**src/design/pds_pkg.sv**
```systemverilog
// Package for the PLL divider search block: widths, constants, divider tables,
// controller/datapath command and status types, and the divider split function.
// No dependencies.
`timescale 1ns / 1ps

package pds_pkg;

  // Field and datapath widths
  localparam int PIX_W      = 29;  // pixel clock input
  localparam int LINK_W     = 32;  // 5 * pixel clock, never wraps
  localparam int DIV_W      = 7;   // overall divider
  localparam int DCO_W      = 39;  // divider * link clock
  localparam int CTR_W      = 34;  // DCO centre in Hz
  localparam int K_W        = 20;  // centre / 10000
  localparam int DEV_W      = 14;  // deviation, also limit register width
  localparam int THR_W      = DEV_W + K_W;
  localparam int X_W        = 29;  // qualified diff with K's power of two shifted out
  localparam int SH_W       = 4;   // that shift amount
  localparam int ODD_W      = 15;  // odd part of K
  localparam int RECIP_SH   = 32;  // reciprocal scale
  localparam int RECIP_W    = 22;  // floor(2^RECIP_SH / odd part)
  localparam int PROD_W     = X_W + RECIP_W;
  localparam int CSEL_W     = 2;
  localparam int IDX_W      = 6;   // index into the divider lists
  localparam int DCNT_W     = 1;   // divide step counter
  localparam int FIRST_W    = 3;
  localparam int MIDDLE_W   = 5;
  localparam int LAST_W     = 3;
  localparam int CFG_IDX_W  = 2;
  localparam int CFG_DATA_W = DEV_W;

  // Configuration register indexes and reset values
  localparam logic [CFG_IDX_W-1:0] REG_MAX_POS = 2'd0;
  localparam logic [CFG_IDX_W-1:0] REG_MAX_NEG = 2'd1;
  localparam logic [DEV_W-1:0]     MAX_POS_RST = 14'd100;
  localparam logic [DEV_W-1:0]     MAX_NEG_RST = 14'd600;

  // Search bounds
  localparam logic [CSEL_W-1:0] CSEL_LAST = 2'd2;
  localparam logic [IDX_W-1:0]  EVEN_LAST = 6'd35;
  localparam logic [IDX_W-1:0]  ODD_LAST  = 6'd6;
  localparam logic [DCNT_W-1:0] DCNT_LAST = 1'b1;

  // Controller to datapath commands
  typedef struct packed {
    logic              start;     // capture link clock, clear best
    logic              mul;       // dco = divider * link
    logic              diff;      // |dco - centre|
    logic              thr;       // threshold = min(limit, best) * K
    logic              div_init;  // load scaled diff
    logic              div_mul;   // quotient estimate by reciprocal
    logic              div_fix;   // correct estimate by one
    logic              commit;    // new best candidate
    logic              finish;    // load result register
    logic [DIV_W-1:0]  divider;
    logic [CSEL_W-1:0] csel;
  } pds_cmd_t;

  // Datapath to controller status
  typedef struct packed {
    logic qualify;     // candidate inside limit and better than best
    logic zero_hit;    // deviation 0 at or above the centre
    logic best_valid;  // some candidate accepted so far
  } pds_sts_t;

  typedef struct packed {
    logic [FIRST_W-1:0]  first;
    logic [MIDDLE_W-1:0] middle;
    logic [LAST_W-1:0]   last;
  } factors_t;

  // DCO centre frequency in Hz
  function automatic logic [CTR_W-1:0] centre_hz(input logic [CSEL_W-1:0] c);
    case (c)
      2'd0:    centre_hz = 34'd8400000000;
      2'd1:    centre_hz = 34'd9000000000;
      2'd2:    centre_hz = 34'd9600000000;
      default: centre_hz = 34'd9600000000;
    endcase
  endfunction

  // Centre / 10000: deviation = floor(diff / K)
  function automatic logic [K_W-1:0] centre_k(input logic [CSEL_W-1:0] c);
    case (c)
      2'd0:    centre_k = 20'd840000;
      2'd1:    centre_k = 20'd900000;
      2'd2:    centre_k = 20'd960000;
      default: centre_k = 20'd960000;
    endcase
  endfunction

  // K = 2^shift * odd part
  function automatic logic [SH_W-1:0] centre_shift(input logic [CSEL_W-1:0] c);
    case (c)
      2'd0:    centre_shift = 4'd6;   // 840000 = 64 * 13125
      2'd1:    centre_shift = 4'd5;   // 900000 = 32 * 28125
      2'd2:    centre_shift = 4'd9;   // 960000 = 512 * 1875
      default: centre_shift = 4'd9;
    endcase
  endfunction

  function automatic logic [ODD_W-1:0] centre_odd(input logic [CSEL_W-1:0] c);
    case (c)
      2'd0:    centre_odd = 15'd13125;
      2'd1:    centre_odd = 15'd28125;
      2'd2:    centre_odd = 15'd1875;
      default: centre_odd = 15'd1875;
    endcase
  endfunction

  // floor(2^32 / odd part)
  function automatic logic [RECIP_W-1:0] centre_recip(input logic [CSEL_W-1:0] c);
    case (c)
      2'd0:    centre_recip = 22'd327235;
      2'd1:    centre_recip = 22'd152709;
      2'd2:    centre_recip = 22'd2290649;
      default: centre_recip = 22'd2290649;
    endcase
  endfunction

  // Candidate dividers: even list when group is 0, odd list when 1
  function automatic logic [DIV_W-1:0] list_div(input logic group,
                                                input logic [IDX_W-1:0] idx);
    logic [DIV_W-1:0] d;
    d = '0;
    if (group) begin
      case (idx)
        6'd0: d = 7'd3;   6'd1: d = 7'd5;   6'd2: d = 7'd7;   6'd3: d = 7'd9;
        6'd4: d = 7'd15;  6'd5: d = 7'd21;  6'd6: d = 7'd35;
        default: d = '0;
      endcase
    end else begin
      case (idx)
        6'd0:  d = 7'd4;   6'd1:  d = 7'd6;   6'd2:  d = 7'd8;   6'd3:  d = 7'd10;
        6'd4:  d = 7'd12;  6'd5:  d = 7'd14;  6'd6:  d = 7'd16;  6'd7:  d = 7'd18;
        6'd8:  d = 7'd20;  6'd9:  d = 7'd24;  6'd10: d = 7'd28;  6'd11: d = 7'd30;
        6'd12: d = 7'd32;  6'd13: d = 7'd36;  6'd14: d = 7'd40;  6'd15: d = 7'd42;
        6'd16: d = 7'd44;  6'd17: d = 7'd48;  6'd18: d = 7'd52;  6'd19: d = 7'd54;
        6'd20: d = 7'd56;  6'd21: d = 7'd60;  6'd22: d = 7'd64;  6'd23: d = 7'd66;
        6'd24: d = 7'd68;  6'd25: d = 7'd70;  6'd26: d = 7'd72;  6'd27: d = 7'd76;
        6'd28: d = 7'd78;  6'd29: d = 7'd80;  6'd30: d = 7'd84;  6'd31: d = 7'd88;
        6'd32: d = 7'd90;  6'd33: d = 7'd92;  6'd34: d = 7'd96;  6'd35: d = 7'd98;
        default: d = '0;
      endcase
    end
    return d;
  endfunction

  // Split a divider into first * middle * last; zero off the lists unless p % 4 == 0
  function automatic factors_t split_div(input logic [DIV_W-1:0] p);
    factors_t f;
    f = '0;
    if (p[1:0] == 2'b00 && p != '0) begin
      // multiple of four: 2 * (p/4) * 2
      f = '{3'd2, p[DIV_W-1:2], 3'd2};
    end else begin
      case (p)
        7'd6:    f = '{3'd2, 5'd1,  3'd3};
        7'd10:   f = '{3'd2, 5'd1,  3'd5};
        7'd14:   f = '{3'd7, 5'd1,  3'd2};
        7'd18:   f = '{3'd3, 5'd3,  3'd2};
        7'd30:   f = '{3'd3, 5'd5,  3'd2};
        7'd42:   f = '{3'd3, 5'd7,  3'd2};
        7'd54:   f = '{3'd3, 5'd9,  3'd2};
        7'd66:   f = '{3'd3, 5'd11, 3'd2};
        7'd70:   f = '{3'd7, 5'd5,  3'd2};
        7'd78:   f = '{3'd3, 5'd13, 3'd2};
        7'd90:   f = '{3'd3, 5'd15, 3'd2};
        7'd98:   f = '{3'd7, 5'd7,  3'd2};
        7'd3:    f = '{3'd3, 5'd1,  3'd1};
        7'd5:    f = '{3'd5, 5'd1,  3'd1};
        7'd7:    f = '{3'd7, 5'd1,  3'd1};
        7'd9:    f = '{3'd3, 5'd1,  3'd3};
        7'd15:   f = '{3'd3, 5'd1,  3'd5};
        7'd21:   f = '{3'd7, 5'd1,  3'd3};
        7'd35:   f = '{3'd7, 5'd1,  3'd5};
        default: f = '0;
      endcase
    end
    return f;
  endfunction

endpackage

```
**src/design/pds_channels.sv**
```systemverilog
// Valid/ready channel interfaces for the PLL divider search block.
// Depends on pds_pkg.
`timescale 1ns / 1ps

interface pds_in_if;
  import pds_pkg::*;
  logic             valid;
  logic             ready;
  logic [PIX_W-1:0] pixel_clock_hz;

  modport source (output valid, output pixel_clock_hz, input ready);
  modport sink   (input valid, input pixel_clock_hz, output ready);
endinterface

interface pds_out_if;
  import pds_pkg::*;
  logic                valid;
  logic                ready;
  logic                found;
  logic [CSEL_W-1:0]   centre_select;
  logic [DIV_W-1:0]    total_divider;
  logic [FIRST_W-1:0]  first_factor;
  logic [MIDDLE_W-1:0] middle_factor;
  logic [LAST_W-1:0]   last_factor;

  modport source (output valid, output found, output centre_select, output total_divider,
                  output first_factor, output middle_factor, output last_factor,
                  input ready);
  modport sink   (input valid, input found, input centre_select, input total_divider,
                  input first_factor, input middle_factor, input last_factor,
                  output ready);
endinterface

```
**src/design/pds_datapath.sv**
```systemverilog
// Datapath of the PLL divider search: limit registers, candidate arithmetic,
// reciprocal-multiply deviation divide, best-candidate tracking and result register.
// Depends on pds_pkg.
`timescale 1ns / 1ps

module pds_datapath (
  input  logic                           clk,
  input  logic                           rst_n,
  input  logic                           cfg_we,
  input  logic [pds_pkg::CFG_IDX_W-1:0]  cfg_index,
  input  logic [pds_pkg::CFG_DATA_W-1:0] cfg_wdata,
  input  logic [pds_pkg::PIX_W-1:0]      pixel_clock_hz,
  input  pds_pkg::pds_cmd_t              cmd,
  output pds_pkg::pds_sts_t              sts,
  output logic                           res_found,
  output logic [pds_pkg::CSEL_W-1:0]     res_csel,
  output logic [pds_pkg::DIV_W-1:0]      res_divider,
  output pds_pkg::factors_t              res_factors
);
  import pds_pkg::*;

  logic [DEV_W-1:0]  max_pos_r, max_neg_r;
  logic [LINK_W-1:0] link_r;
  logic [DCO_W-1:0]  dco_r, diff_r;
  logic              above_r;
  logic [THR_W-1:0]  thr_r;
  logic [X_W-1:0]    x_r;
  logic [DEV_W-1:0]  q0_r, quot_r, best_dev_r;
  logic [DIV_W-1:0]  best_p_r;
  logic [CSEL_W-1:0] best_c_r;
  logic              best_valid_r;

  logic [CTR_W-1:0]   ctr;
  logic [K_W-1:0]     k;
  logic [DEV_W-1:0]   limit, eff;
  logic [ODD_W-1:0]   d_odd;
  logic [RECIP_W-1:0] recip;
  logic [DCO_W-1:0]   diff_sh;
  logic [PROD_W-1:0]  prod;
  logic [X_W-1:0]     rem;

  // Centre constants for the candidate in flight
  assign ctr   = centre_hz(cmd.csel);
  assign k     = centre_k(cmd.csel);
  assign d_odd = centre_odd(cmd.csel);
  assign recip = centre_recip(cmd.csel);

  // Effective bound: limit of the side, tightened by the best so far
  always_comb begin
    limit = above_r ? max_pos_r : max_neg_r;
    eff   = (best_valid_r && best_dev_r < limit) ? best_dev_r : limit;
  end

  // dev < eff  <=>  diff < eff * K
  assign sts.qualify    = diff_r < DCO_W'(thr_r);
  assign sts.zero_hit   = above_r && (diff_r < DCO_W'(k));
  assign sts.best_valid = best_valid_r;

  // Divide helpers: a qualified diff shifted by K's power of two fits X_W;
  // the reciprocal estimate is low by at most one
  assign diff_sh = diff_r >> centre_shift(cmd.csel);
  assign prod    = PROD_W'(x_r) * PROD_W'(recip);
  assign rem     = x_r - X_W'(q0_r) * X_W'(d_odd);

  // Limit registers
  always_ff @(posedge clk) begin
    if (!rst_n) begin
      max_pos_r <= MAX_POS_RST;
      max_neg_r <= MAX_NEG_RST;
    end else if (cfg_we) begin
      case (cfg_index)
        REG_MAX_POS: max_pos_r <= cfg_wdata;
        REG_MAX_NEG: max_neg_r <= cfg_wdata;
        default: ;
      endcase
    end
  end

  // Best-candidate flag
  always_ff @(posedge clk) begin
    if (!rst_n) begin
      best_valid_r <= 1'b0;
    end else if (cmd.start) begin
      best_valid_r <= 1'b0;
    end else if (cmd.commit) begin
      best_valid_r <= 1'b1;
    end
  end

  // Candidate arithmetic and division
  always_ff @(posedge clk) begin
    if (cmd.start) begin
      link_r   <= LINK_W'({pixel_clock_hz, 2'b00}) + LINK_W'(pixel_clock_hz);
      best_p_r <= '0;
      best_c_r <= '0;
    end
    if (cmd.mul) begin
      dco_r <= DCO_W'(cmd.divider) * DCO_W'(link_r);
    end
    if (cmd.diff) begin
      above_r <= dco_r >= DCO_W'(ctr);
      diff_r  <= (dco_r >= DCO_W'(ctr)) ? dco_r - DCO_W'(ctr) : DCO_W'(ctr) - dco_r;
    end
    if (cmd.thr) begin
      thr_r <= THR_W'(eff) * THR_W'(k);
    end
    // floor(diff / K): shift, multiply by reciprocal of the odd part, fix by one
    if (cmd.div_init) begin
      x_r <= diff_sh[X_W-1:0];
    end
    if (cmd.div_mul) begin
      q0_r <= prod[RECIP_SH +: DEV_W];
    end
    if (cmd.div_fix) begin
      quot_r <= q0_r + DEV_W'(rem >= X_W'(d_odd));
    end
    if (cmd.commit) begin
      best_dev_r <= quot_r;
      best_p_r   <= cmd.divider;
      best_c_r   <= cmd.csel;
    end
    // Result register; best divider and centre are zero when nothing qualified
    if (cmd.finish) begin
      res_found   <= best_valid_r;
      res_csel    <= best_c_r;
      res_divider <= best_p_r;
      res_factors <= split_div(best_p_r);
    end
  end

endmodule

```
**src/design/pds_ctrl.sv**
```systemverilog
// Controller of the PLL divider search: walks groups, centres and dividers,
// sequences the datapath and owns the input/output handshakes.
// Depends on pds_pkg.
`timescale 1ns / 1ps

module pds_ctrl (
  input  logic              clk,
  input  logic              rst_n,
  input  logic              in_valid,
  output logic              in_ready,
  output logic              out_valid,
  input  logic              out_ready,
  input  pds_pkg::pds_sts_t sts,
  output pds_pkg::pds_cmd_t cmd
);
  import pds_pkg::*;

  localparam logic [2:0] S_IDLE   = 3'd0;
  localparam logic [2:0] S_MUL    = 3'd1;
  localparam logic [2:0] S_DIFF   = 3'd2;
  localparam logic [2:0] S_THR    = 3'd3;
  localparam logic [2:0] S_CMP    = 3'd4;
  localparam logic [2:0] S_DIV    = 3'd5;
  localparam logic [2:0] S_COMMIT = 3'd6;
  localparam logic [2:0] S_FIN    = 3'd7;

  logic [2:0]        state_r, state_nxt;
  logic              group_r, group_nxt;
  logic [CSEL_W-1:0] csel_r, csel_nxt;
  logic [IDX_W-1:0]  idx_r, idx_nxt;
  logic              stop_r, stop_nxt;
  logic [DCNT_W-1:0] dcnt_r, dcnt_nxt;
  logic              out_valid_r, out_valid_nxt;

  logic [IDX_W-1:0]  last_idx;
  logic              adv, adv_stop, adv_found;

  assign last_idx  = group_r ? ODD_LAST : EVEN_LAST;
  assign in_ready  = (state_r == S_IDLE);
  assign out_valid = out_valid_r;

  // Sequencing
  always_comb begin
    state_nxt     = state_r;
    group_nxt     = group_r;
    csel_nxt      = csel_r;
    idx_nxt       = idx_r;
    stop_nxt      = stop_r;
    dcnt_nxt      = dcnt_r;
    out_valid_nxt = out_valid_r;
    adv           = 1'b0;
    adv_stop      = 1'b0;
    adv_found     = sts.best_valid;
    cmd           = '0;
    cmd.divider   = list_div(group_r, idx_r);
    cmd.csel      = csel_r;

    if (out_valid_r && out_ready) begin
      out_valid_nxt = 1'b0;
    end

    case (state_r)
      S_IDLE: begin
        if (in_valid) begin
          cmd.start = 1'b1;
          group_nxt = 1'b0;
          csel_nxt  = '0;
          idx_nxt   = '0;
          state_nxt = S_MUL;
        end
      end
      S_MUL: begin
        cmd.mul   = 1'b1;
        state_nxt = S_DIFF;
      end
      S_DIFF: begin
        cmd.diff  = 1'b1;
        state_nxt = S_THR;
      end
      S_THR: begin
        cmd.thr   = 1'b1;
        state_nxt = S_CMP;
      end
      S_CMP: begin
        if (sts.qualify) begin
          cmd.div_init = 1'b1;
          dcnt_nxt     = '0;
          stop_nxt     = sts.zero_hit;
          state_nxt    = S_DIV;
        end else begin
          adv      = 1'b1;
          adv_stop = sts.zero_hit;
        end
      end
      S_DIV: begin
        dcnt_nxt = dcnt_r + 1'b1;
        if (dcnt_r == DCNT_LAST) begin
          cmd.div_fix = 1'b1;
          state_nxt   = S_COMMIT;
        end else begin
          cmd.div_mul = 1'b1;
        end
      end
      S_COMMIT: begin
        cmd.commit = 1'b1;
        adv        = 1'b1;
        adv_stop   = stop_r;
        adv_found  = 1'b1;
      end
      S_FIN: begin
        if (!out_valid_r || out_ready) begin
          cmd.finish    = 1'b1;
          out_valid_nxt = 1'b1;
          state_nxt     = S_IDLE;
        end
      end
      default: state_nxt = S_IDLE;
    endcase

    // Next candidate: divider, then centre, then odd group if nothing found
    if (adv) begin
      if (!adv_stop && idx_r != last_idx) begin
        idx_nxt   = idx_r + 1'b1;
        state_nxt = S_MUL;
      end else if (!adv_stop && csel_r != CSEL_LAST) begin
        csel_nxt  = csel_r + 1'b1;
        idx_nxt   = '0;
        state_nxt = S_MUL;
      end else if (!group_r && !adv_found) begin
        group_nxt = 1'b1;
        csel_nxt  = '0;
        idx_nxt   = '0;
        state_nxt = S_MUL;
      end else begin
        state_nxt = S_FIN;
      end
    end
  end

  always_ff @(posedge clk) begin
    if (!rst_n) begin
      state_r     <= S_IDLE;
      group_r     <= 1'b0;
      csel_r      <= '0;
      idx_r       <= '0;
      stop_r      <= 1'b0;
      dcnt_r      <= '0;
      out_valid_r <= 1'b0;
    end else begin
      state_r     <= state_nxt;
      group_r     <= group_nxt;
      csel_r      <= csel_nxt;
      idx_r       <= idx_nxt;
      stop_r      <= stop_nxt;
      dcnt_r      <= dcnt_nxt;
      out_valid_r <= out_valid_nxt;
    end
  end

`ifndef SYNTH
  a_accept_starts: assert property (@(posedge clk) disable iff (!rst_n)
    (state_r == S_IDLE && in_valid) |=> (state_r == S_MUL))
    else $error("accepted transaction did not start the search");

  a_idx_in_list: assert property (@(posedge clk) disable iff (!rst_n)
    (state_r != S_IDLE) |-> (idx_r <= last_idx))
    else $error("divider index past end of list");

  a_result_from_fin: assert property (@(posedge clk) disable iff (!rst_n)
    $rose(out_valid_r) |-> ($past(state_r) == S_FIN))
    else $error("result presented outside finish step");

  a_commit_sets_best: assert property (@(posedge clk) disable iff (!rst_n)
    (state_r == S_COMMIT) |=> sts.best_valid)
    else $error("commit did not record a best candidate");

  a_odd_only_without_best: assert property (@(posedge clk) disable iff (!rst_n)
    $rose(group_r) |-> !sts.best_valid)
    else $error("odd dividers searched after an even solution");
`endif

endmodule

```
**src/design/pll_divider_search.sv**
```systemverilog
// Top level of the PLL divider search: controller plus datapath behind
// valid/ready channels. Depends on pds_pkg, pds_channels, pds_ctrl, pds_datapath.
//
// One request at a time: the link clock (5 x pixel clock) is tried against each
// even divider and each of the three DCO centres, then the odd dividers if no
// even one qualified. Each candidate passes the multiply, subtract, threshold and
// compare steps of the single shared path, and a candidate that improves the best
// adds the reciprocal-multiply deviation divide (estimate, then fix by one) and a
// step to record it. A request holds up to 129 candidates between its idle accept
// step and its finish step; an exact hit on the positive side cuts its group
// short. A new request is taken while the previous result still waits in the
// output register; the finish step waits until that register is free.
`timescale 1ns / 1ps

module pll_divider_search (
  input  logic                           clk,
  input  logic                           rst_n,
  pds_in_if.sink                         in_ch,
  pds_out_if.source                      out_ch,
  input  logic                           cfg_we,
  input  logic [pds_pkg::CFG_IDX_W-1:0]  cfg_index,
  input  logic [pds_pkg::CFG_DATA_W-1:0] cfg_wdata
);
  import pds_pkg::*;

  pds_cmd_t cmd;
  pds_sts_t sts;
  factors_t res_factors;

  // Sequencer
  pds_ctrl u_ctrl (
    .clk       (clk),
    .rst_n     (rst_n),
    .in_valid  (in_ch.valid),
    .in_ready  (in_ch.ready),
    .out_valid (out_ch.valid),
    .out_ready (out_ch.ready),
    .sts       (sts),
    .cmd       (cmd)
  );

  // Arithmetic and result register
  pds_datapath u_datapath (
    .clk            (clk),
    .rst_n          (rst_n),
    .cfg_we         (cfg_we),
    .cfg_index      (cfg_index),
    .cfg_wdata      (cfg_wdata),
    .pixel_clock_hz (in_ch.pixel_clock_hz),
    .cmd            (cmd),
    .sts            (sts),
    .res_found      (out_ch.found),
    .res_csel       (out_ch.centre_select),
    .res_divider    (out_ch.total_divider),
    .res_factors    (res_factors)
  );

  assign out_ch.first_factor  = res_factors.first;
  assign out_ch.middle_factor = res_factors.middle;
  assign out_ch.last_factor   = res_factors.last;

endmodule
```
**src/flat_wrapper.sv**
```systemverilog
// flat-port wrapper written by rule: the top's interface ports become plain ports
module pll_divider_search_flat import pds_pkg::*;
  (clk, rst_n, cfg_we, cfg_index, cfg_wdata, in_ch_valid, in_ch_pixel_clock_hz, in_ch_ready, out_ch_valid, out_ch_found, out_ch_centre_select, out_ch_total_divider, out_ch_first_factor, out_ch_middle_factor, out_ch_last_factor, out_ch_ready);
  pds_in_if in_ch_i ();
  pds_out_if out_ch_i ();
  input  logic clk;
  input  logic rst_n;
  input  logic cfg_we;
  input  logic [pds_pkg::CFG_IDX_W-1:0] cfg_index;
  input  logic [pds_pkg::CFG_DATA_W-1:0] cfg_wdata;
  input wire logic [$bits(in_ch_i.valid)-1:0] in_ch_valid;
  input wire logic [$bits(in_ch_i.pixel_clock_hz)-1:0] in_ch_pixel_clock_hz;
  output wire logic [$bits(in_ch_i.ready)-1:0] in_ch_ready;
  output wire logic [$bits(out_ch_i.valid)-1:0] out_ch_valid;
  output wire logic [$bits(out_ch_i.found)-1:0] out_ch_found;
  output wire logic [$bits(out_ch_i.centre_select)-1:0] out_ch_centre_select;
  output wire logic [$bits(out_ch_i.total_divider)-1:0] out_ch_total_divider;
  output wire logic [$bits(out_ch_i.first_factor)-1:0] out_ch_first_factor;
  output wire logic [$bits(out_ch_i.middle_factor)-1:0] out_ch_middle_factor;
  output wire logic [$bits(out_ch_i.last_factor)-1:0] out_ch_last_factor;
  input wire logic [$bits(out_ch_i.ready)-1:0] out_ch_ready;
  assign in_ch_i.valid = in_ch_valid;
  assign in_ch_i.pixel_clock_hz = in_ch_pixel_clock_hz;
  assign in_ch_ready = in_ch_i.ready;
  assign out_ch_valid = out_ch_i.valid;
  assign out_ch_found = out_ch_i.found;
  assign out_ch_centre_select = out_ch_i.centre_select;
  assign out_ch_total_divider = out_ch_i.total_divider;
  assign out_ch_first_factor = out_ch_i.first_factor;
  assign out_ch_middle_factor = out_ch_i.middle_factor;
  assign out_ch_last_factor = out_ch_i.last_factor;
  assign out_ch_i.ready = out_ch_ready;
  pll_divider_search u_core (.clk(clk), .rst_n(rst_n), .in_ch(in_ch_i), .out_ch(out_ch_i), .cfg_we(cfg_we), .cfg_index(cfg_index), .cfg_wdata(cfg_wdata));
endmodule
```
**config.mk**
```make
export PLATFORM = sky130hd
export DESIGN_NAME = pll_divider_search_flat
export DESIGN_NICKNAME = d
export VERILOG_FILES = /design/src/design/pds_pkg.sv /design/src/design/pds_channels.sv /design/src/design/pds_datapath.sv /design/src/design/pds_ctrl.sv /design/src/design/pll_divider_search.sv /design/src/flat_wrapper.sv
export SDC_FILE = /design/constraint.sdc
export NUM_CORES = 2
export LEC_CHECK = 0
export ABC_AREA = 1
export ABC_CLOCK_PERIOD_IN_PS = 12400
export BUFFER_PORTS_ARGS = -buffer_cell sky130_fd_sc_hd__buf_2
export CORE_MARGIN = 2
export CORE_UTILIZATION = 45
export DETAILED_ROUTE_END_ITERATION = 6
export PLACE_DENSITY_LB_ADDON = 0.1
export SYNTH_ARGS = -nofsm -noshare
export SYNTH_HDL_FRONTEND = slang
export SYNTH_SLANG_ARGS = --single-unit
```
**constraint.sdc**
```tcl
create_clock -name clk -period 12.4 [get_ports clk]
set_input_delay 3.1 -clock clk [delete_from_list [all_inputs] [get_ports clk]]
set_output_delay 3.1 -clock clk [all_outputs]
set_load 0.02 [all_outputs]
```
==> metrics.yaml <==
power_and_ir_drop:
  pwr_density_cell_nw_per_um2: 88.0
  total_power_mw: 4.95
  ir_worst_vdd_mv: 0.0999
  p_leak_nw: 28.9
die:
  rows: 125
  dieArea_um2: 120000
  core-area_um2: 116000
  die_h_um: 347
  dieWidth_um: 347
  io_pins: 73
  start_util_pct: 45.4
yosys:
  synth_cells: 6133
  yosysSeqAreaShare_pct: 15.4
  synth_edf_count: 237
  syn_avg_cell_area_um2: 8.62
  yosysTopAreaCellShare_pct: 33.4
  async_flop_share_pct: 0
  yosys_most_used_dff: "edfxtp_1"
  yosys_register_bits: 287
  syn-num-nets: 7689
  synth_cell_types: 61
  synth_warnings: 0
  syn_area_um2: 52900
  ys_top_cells_by_area: "fa_1 33%, ha_1 15%, edfxtp_1 13%"
  yosys.area.top_type: "fa_1"
cts:
  cts_tree: "built"
  hold_buffers: 0
  clock-sinks: 287
  cts_root_buffer: "clkbuf_16"
  cts_resized: 0
  worst_skew_pair.late_latency_ps: 590
  cts_max_path_buffers: 3
  cts_setup_buffers: 0
  cts_buffers: 38
  path_clk_slew_ps: 60
  htree_levels: 2
worst_setup_path:
  worstSetupPathType: "reg2reg"
  ff2ff_path_depth: 35
  required_ps: 12730
  reg2reg_to: "u_core.u_datapath.quot_r[12]"
  crit_top_cell: "fa_1"
  r2r-start: "u_core.u_ctrl.csel_r[1]"
  worstPathMaxFanout: 43
  cp-end-kind: "flop"
  regToRegSetupSlack_ps: 2770
  worst_path_max_delay_cell: "clkinv_1"
  start_kind: "flop"
  critPathArrivalTime_ps: 9960
  cpPeakStageDelay_ps: 750
sta:
  setup_viol: 0
  hold_viol: 0
  rsz0062_at_grt: "no"
  worst_slew_pin_slew_ps: 1180
  whs_ps: 420
  max_freq_ghz: 0.104
  skew_ps: 24.5
  max_slew_margin_pct: 21.5
  fin_crit_ps: 9630
  fin_crit_sh_pct: 77.6
  maxSlewViolCount: 0
  tns_ps: 0
  fin_ws_ps: 2770
final_layout:
  layout.nets: 7724
  drive_above_1_share_pct: 3.81
  layoutNonFillerInstCount: 7719
  areaGrowthSynthToFinish_pct: 6.39
detailed_routing:
  drc_errors: 0
  wl_um: 152000
  avgRoutedWirePerCell_um: 19.7
  viasPerCell: 5.14
  vias: 39700
  drtIter0Drc: 2745
  drt-pass1-iter-count: 6
  ant_nets: 0
hold_path:
  hp-class: "reg2reg"
  holdPathEnd: "u_core.u_datapath.best_dev_r[3]"
  whs_path_depth: 0
  hp-start: "u_core.u_datapath.quot_r[3]"
global_route:
  grt_pass1_vias: 41700
  grt_max_degree: 52
  antenna_found_initial: 0
  grt_usage_pct: 25.9
  grt_pass1_wl_um: 241000
  gr-total-overflow: 0
placed_design:
  dp_hpwl_um: 131000
  place_inst: 7652
  port-buffer-count: 72
  gp_congestion: 0.965
  post-place-ws_ps: 2780
outcome:
  status: "finished, final reports clean"
job:
  cap_violations: 0
[metrics by stage]
step	utilization, %	cell area (µm²)
global route	48.3	56200
global placement	47.3	55000
detailed placement	47.3	55000
CTS	48.3	56200
floorplan	-	52900
finish	48.3	56200
[cell usage after synthesis (all sizes together), types with 45 or more instances]
cell       n
xor2     130
nand3    125
dfxtp     50
inv     1592
o21ai    261
nor3      45
a21oi    298
ha       624
nor2     537
nand2    934
xnor2     65
edfxtp   237
fa       882
clkbuf    82
[worst max-delay path: cells and delay by family, from the launching register on]
kind            cells  cell delay, ps
compound gates      6            1080
xor+xnor            2             290
fa+ha+maj          11            3970
buf+inv             7            1950
flops               1             490
simple gates        9            1540
[sequential cells by signal, indices dropped and copies added, names as in the netlist, 29 cells and up, named ones only]
name	count
u_core.u_datapath.link_r	32
u_core.u_datapath.thr_r	29
u_core.u_datapath.dco_r	39
u_core.u_datapath.x_r	29
u_core.u_datapath.diff_r	35
[worst max path at each step]
stage | depth (start not counted) | startpoint | slack, ps | to
after floorplan | 35 | u_core.u_ctrl.csel_r[1] | 3830 | u_core.u_datapath.quot_r[12]
after global placement | 35 | u_core.u_ctrl.csel_r[1] | 2890 | u_core.u_datapath.quot_r[12]
after detailed placement | 35 | u_core.u_ctrl.csel_r[1] | 2780 | u_core.u_datapath.quot_r[12]
after CTS | 35 | u_core.u_ctrl.csel_r[1] | 2750 | u_core.u_datapath.quot_r[12]
after global routing | 35 | u_core.u_ctrl.csel_r[1] | 2100 | u_core.u_datapath.quot_r[12]
final | 35 | u_core.u_ctrl.csel_r[1] | 2770 | u_core.u_datapath.quot_r[12]
[placed cells by master (no fill, tap or decap), drive strengths merged, types with 23 or more instances in the layout]
cell type and n:
nand2 934, nand4 31, fa 882, inv 1593, nor2 537, o21ai 261
edfxtp 237, xnor2 65, ha 624, a31oi 30, dfxtp 50, a21oi 298
buf 101, mux2i 23, xor2 130, nand3 125, nor3 45, clkbuf 46
[routing by layer]
layer  global-route usage, %  vias up  part of all wire [%]
met5                       0        -                     0
met4                    5.86        0                   2.3
met3                    2.68      152                   4.4
met2                    44.9      939                    49
met1                    35.0    19700                    44
li1                        -    18900                     -
[layout make-up]
cell class | count | area [µm²]
Antenna cell | 1 | 2.50
Clock buffer | 46 | 1020
Clock inverter | 20 | 218
Fill cell | 11500 | 60100
Inverter | 1597 | 6000
Multi-Input combinational cell | 4143 | 38400
Sequential cell | 287 | 8120
Tap cell | 1524 | 1910
Timing Repair Buffer | 101 | 578
[power by group]
group,leakage [nW],switching [mW],internal [mW]
sequential,2.59,0.123,1.22
combinational,25.7,1.55,0.925
clock,0.591,0.453,0.669
[cells by family (layout without fill, tap and decap cells)]
kind of cell,Yosys count,count (layout),synth area share [%]
adder cells (fa/ha/maj),1506,1506,48.2
flip-flops,287,287,15.4
multiplexers,23,23,0.436
other,0,1,0
AO/OA/AOI/OAI,716,716,7.65
XOR/XNOR,195,195,3.23
buffers and inverters,1703,1764,12.2
AND/OR/NAND/NOR,1703,1703,13.0
(Power assumes the default switching activity.)
